### config.mk
export PLATFORM = sky130hd
export DESIGN_NAME = kidp_ctrl
export DESIGN_NICKNAME = d
export VERILOG_FILES = /design/src/assert_macros.svh /design/src/kidp_pkg.sv /design/src/kidp_ctrl.sv
export SDC_FILE = /design/constraint.sdc
export NUM_CORES = 1
export LEC_CHECK = 0
export BUFFER_PORTS_ARGS = -buffer_cell sky130_fd_sc_hd__buf_4
export CORE_AREA = 5 5 42 44
export CTS_BUF_LIST = sky130_fd_sc_hd__clkbuf_8 sky130_fd_sc_hd__clkbuf_16
export DETAILED_ROUTE_END_ITERATION = 8
export DIE_AREA = 0 0 47 49
export HOLD_SLACK_MARGIN = 0.06
export PLACE_DENSITY = 0.3
export REMOVE_ABC_BUFFERS = 1
export SYNTH_ARGS = -nofsm -noshare
export SYNTH_HDL_FRONTEND = slang
export SYNTH_SLANG_ARGS = --single-unit
### constraint.sdc
create_clock -name clk -period 1.4 [get_ports clk]
set_input_delay 0.21 -clock clk [delete_from_list [all_inputs] [get_ports clk]]
set_output_delay 0.21 -clock clk [all_outputs]
set_load 0.03 [all_outputs]
### src/assert_macros.svh
// Assertion helpers shared by the RTL
`ifndef ASSERT_MACROS_SVH
`define ASSERT_MACROS_SVH

// Same-cycle implication
`define KIDP_ASSERT_IMPL(name, ante, cons, msg) \
  name: assert property (@(posedge clk) disable iff (!rst_n) (ante) |-> (cons)) \
    else $error(msg);

// Next-cycle implication
`define KIDP_ASSERT_NEXT(name, ante, cons, msg) \
  name: assert property (@(posedge clk) disable iff (!rst_n) (ante) |=> (cons)) \
    else $error(msg);

`endif

### src/kidp_pkg.sv
package kidp_pkg;

  localparam int NUM_PROCESSORS = 64;
  localparam int NUM_VECTORS    = 10;
  localparam int ENTRY_COUNT    = NUM_PROCESSORS * NUM_VECTORS;
  localparam int ADDR_W         = (ENTRY_COUNT > 1) ? $clog2(ENTRY_COUNT) : 1;

  localparam int CPU_W  = 6;
  localparam int VEC_W  = 4;
  localparam int DATA_W = 64;

  localparam logic FUNC_ENTER = 1'b0;
  localparam logic FUNC_EXIT  = 1'b1;

  // base holds (total - start time) while the entry is active
  typedef struct packed {
    logic              active;
    logic [DATA_W-1:0] base;
    logic [DATA_W-1:0] observed;
    logic [DATA_W-1:0] unresolved;
    logic [DATA_W-1:0] total;
  } entry_t;

  localparam int ENTRY_W = $bits(entry_t);

  typedef enum logic [1:0] {
    ST_CLEAR,
    ST_IDLE,
    ST_UPDATE
  } kidp_state_t;

  typedef struct packed {
    logic clr;
    logic capture;
    logic commit;
  } kidp_cmd_t;

  typedef struct packed {
    logic clr_last;
    logic keep;
    logic out_stall;
  } kidp_stat_t;

  function automatic logic in_range(logic [CPU_W-1:0] cpu, logic [VEC_W-1:0] vec);
    return (32'(cpu) < NUM_PROCESSORS) && (32'(vec) < NUM_VECTORS);
  endfunction

  function automatic logic [ADDR_W-1:0] entry_addr(logic [CPU_W-1:0] cpu,
                                                   logic [VEC_W-1:0] vec);
    logic [ADDR_W-1:0] prod;
    prod = ADDR_W'(cpu) * ADDR_W'(NUM_VECTORS);
    return prod + ADDR_W'(vec);
  endfunction

endpackage

### src/kidp_ctrl.sv
module kidp_ctrl
  import kidp_pkg::*;
(
  input  logic       clk,
  input  logic       rst_n,
  input  logic       in_valid,
  output logic       in_ready,
  input  kidp_stat_t stat,
  output kidp_cmd_t  cmd
);

  kidp_state_t state_r, state_nxt;

  always_ff @(posedge clk) begin
    if (!rst_n) begin
      state_r <= ST_CLEAR;
    end else begin
      state_r <= state_nxt;
    end
  end

  always_comb begin
    state_nxt = state_r;
    unique case (state_r)
      ST_CLEAR: begin
        if (stat.clr_last) state_nxt = ST_IDLE;
      end
      ST_IDLE: begin
        if (in_valid) state_nxt = ST_UPDATE;
      end
      ST_UPDATE: begin
        if (!stat.keep || !stat.out_stall) state_nxt = ST_IDLE;
      end
      default: state_nxt = ST_CLEAR;
    endcase
  end

  always_comb begin
    cmd      = '0;
    in_ready = 1'b0;
    unique case (state_r)
      ST_CLEAR: begin
        cmd.clr = 1'b1;
      end
      ST_IDLE: begin
        in_ready    = 1'b1;
        cmd.capture = in_valid;
      end
      ST_UPDATE: begin
        cmd.commit = stat.keep && !stat.out_stall;
      end
      default: ;
    endcase
  end

endmodule

=== Word-level counts from Yosys, hierarchy flattened ===
Index checks and enable logic that the tools add are counted.

* Equality and inequality tests: 5
* Mux-type cells: 8
* Reduce and logical (&&, ||, !) cells: 6

{| class="wikitable"
|+ Operator list
! operator !! number
|-
| 2-bit two-way mux || 3
|-
| 2-bit inequality test, second input constant || 3
|-
| 2-bit case mux with 3 select lines || 1
|-
| 1-bit two-way mux || 4
|-
| 3-bit AND reduction || 1
|-
| 2-bit by 1-bit equality test with 1-bit output, second input constant || 1
|-
| 2-bit equality test, second input constant || 1
|-
| 1-bit logical NOT || 2
|-
| 2-bit logical NOT || 1
|-
| 1-bit logical AND || 1
|-
| 1-bit logical OR || 1
|}

* Flip-flop bits (word level): 2
* Input port bits: 6
* Output and inout port bits: 4
* Word-level logic and storage cells: 20

=== Longest topological paths before layout ===
* Word-level depth: 4
* Depth in mapped cells: 2
* Depth with buffers taken out: 2

=== Worst setup path after synthesis ===
OpenSTA, ideal clock, no wires.

* Kind: register -> output
* Start: reg state_r[0]
* End: out in_ready
* Arrival: 0.843 ns
* Data required time: 1.190 ns
* Setup slack: 0.347 ns
* Stages on the path, launching flop included: 2
* Path buffers: 0
* Cell sequence: dfxtp_1 -> nor2b_1

* Longest elaborated chain between the ends: 2

{| class="wikitable"
|+ Ends and longest elaborated chain
! element !! RTL line !! source
|-
| start, declared || kidp_ctrl.sv:12 || <nowiki>kidp_state_t state_r, state_nxt;</nowiki>
|-
| start signal, assigned || kidp_ctrl.sv:18 || <nowiki>state_r <= state_nxt;</nowiki>
|-
| 2-bit by 1-bit equality test with 1-bit output || kidp_ctrl.sv:41 || <nowiki>unique case (state_r)</nowiki>
|-
| 1-bit two-way mux || kidp_ctrl.sv:41 ||
|-
| end, declared || kidp_ctrl.sv:7 || <nowiki>output logic in_ready,</nowiki>
|}

No other way between the ends.

==> flow_metrics.tcl <==
set metrics [dict create \
    outcome "complete, no violations" \
    p_int_uw 271 \
    die-area_sq_um 2300 \
    max_stage_delay_ns 0.41 \
    utilization_pct 17.1 \
    p_switching_uw 76.3 \
    port_buffers 9 \
    detail_route.wl_per_cell_microns 9.08 \
    route.detailed.drc 0 \
    min_from "rst_n" \
    post_cts_buffers 0 \
    path_max_fanout 7 \
    final_common_cell "buf_4" \
    cts_tree "done" \
    syn_area_sq_um 110 \
    drtIter0Drc 3 \
    vias 137 \
    ios 10 \
    drv_cap 0 \
    grt_pass1_wl_microns 600 \
    clock_path_buffers 2 \
    largest-register "state_r" \
    fin_nets 32 \
    die_h_microns 49 \
    avgSynthCellArea_sq_um 9.18 \
    cp-startpoint "state_r[1]$_SDFFE_PN0P_" \
    worstSetupPathDepth 2 \
    worst_slew_pin_slew_ns 0.200 \
    grt_max_degree 8 \
    critPathBufInv 1 \
    antenna_left 0 \
    first_pass_iters 2 \
    num_rows 14 \
    fmax_mhz 814 \
    layout_common_cells "9 x buf_4, 3 x clkbuf_8, 2 x dfxtp_1" \
    worstPathRequired_ns 1.19 \
    ys_types 11 \
    power_density_nw_per_um2 1460 \
    power_frac_clock_pct 64.5 \
    min_path_type "in -> reg" \
    ctsHoldBuffers 0 \
    cts-resized-gates 0 \
    numCtsBuffers 3 \
    setup_ws_ns 0.171 \
    finalHoldViolCount 0 \
    worst_clock_skew_ns 0.00273 \
    p_comb_share_pct 16.1 \
    clk_pin_slew_ns 0.03 \
    dp_hpwl_microns 277 \
    drive_above_1_share_pct 54.2 \
    placed_cells 37 \
    fillers 164 \
    clk_latency_ns 0.21 \
    cts_max_level 1 \
    slowest_stage "dfxtp_1" \
    arrival_ns 1.02 \
    grt_usage_pct 4.08 \
    routabilityCongestion 0.647 \
    wl_microns 363 \
    core_sq_um 1400 \
    grt_pass1_vias 156 \
    rsz0062_at_grt "no" \
    clock-sinks 2 \
    finalSetupTns_ns 0 \
    r2r-start "state_r[0]$_SDFFE_PN0P_" \
    reg_top3 "state_r: 2 flops" \
    slew_viol_final 0 \
    cp_top_family "flip-flops" \
    layout-area-overhead-vs-synth_pct 117 \
    largest_register_ffs 2 \
    setup_viol 0 \
    yosysWarningCount 0 \
    root_buffer "clkbuf_8" \
    design_area_sq_um 239 \
    power_frac_seq_pct 19.5 \
    placed_cell_area_sq_um 198 \
    slew_headroom_pct 86.7 \
    r2r_cells 2 \
    setup.worst_path.end_class "output pin" \
    n_antenna_cell 0 \
    viasPerCell 3.43 \
    holdPathStages 2 \
    syn_inst 12 \
    ys_ff_latch 2 \
    swShare_pct 21.9 \
    leakage_uw 0.000111 \
    crit_chain "and4bb_2 -> buf_4" \
    setup.worst_path.class "reg -> out" \
    die_x_microns 47 \
    finalNonFillerCells 40 \
    startpoint_type "flop" \
    antenna_found_initial 0 \
    layout_min_cycle_time_ns 1.23 \
    finalCritPeriodShare_pct 87.8 \
    pre_cts_ws_ns 0.385 \
    grt_overflow 0 \
    vdd_drop_max_uv 357 \
    ys_seq_area_share_pct 36.4 \
    start_util_pct 7.86 \
]
## final cells by class
| cell class | count | area (sq um) | area share (%) |
|---|---|---|---|
| clock buffers | 3 | 41.3 | 17.3 |
| inverters | 1 | 3.75 | 1.57 |
| multi-input cells | 9 | 66.3 | 27.7 |
| flip-flops and latches | 2 | 40.0 | 16.8 |
| well taps | 16 | 20.0 | 8.38 |
| repair buffers | 9 | 67.6 | 28.3 |
## kinds of logic (layout without fill, tap and decap cells)
kind of cell,Yosys count,count (layout),synth area share (%)
simple gates,7,7,48.9
compound gates,2,2,11.4
flops,2,2,36.4
buf+inv,1,13,3.41
## routing by layer
layer / GRT usage, % / share of wire (%)
met4: 6.91 / 0
met1: 4.16 / 47
met3: 1.11 / 5.5
met5: 0 / 0
met2: 4.75 / 47
## synth_stat cells
master / instances / area (sq um)
dfxtp_1: 2 / 40.0
a21boi_1: 1 / 7.51
and4_1: 1 / 8.76
and4bb_2: 1 / 12.5
inv_1: 1 / 3.75
nand3b_1: 1 / 7.51
nand4b_1: 1 / 8.76
nor2_1: 1 / 3.75
nor2b_1: 1 / 6.26
o21ai_0: 1 / 5.00
or3_1: 1 / 6.26
## power by group through the flow
| stage | combinational [uW] | sequential, uW | clock (uW) |
|---|---|---|---|
| 2_1_floorplan | 30.8 | 66.4 | 0 |
| 3_3_place_gp | 56.3 | 68.7 | 0 |
| 3_5_place_dp | 56.8 | 68.3 | 0 |
| 4_1_cts | 56.7 | 67.8 | 234 |
| 5_1_grt | 60.6 | 68.7 | 241 |
| 6_report | 55.8 | 67.8 | 224 |
## metrics by stage
step	total power (uW)	hold slack [ns]
floorplan	97.3	0.363
global placement	125	0.478
detailed placement	125	0.476
CTS	359	0.249
global route	370	0.264
finish	348	0.251
## path summary, 6_finish.rpt
kind	end	slack, ns
setup / recovery	cmd[0]	0.17
hold / removal	state_r[1]$_SDFFE_PN0P_	0.25
setup reg to reg	state_r[0]$_SDFFE_PN0P_	0.39
hold reg to reg	state_r[1]$_SDFFE_PN0P_	0.58
Note: power is estimated with default switching activity, not from simulation.
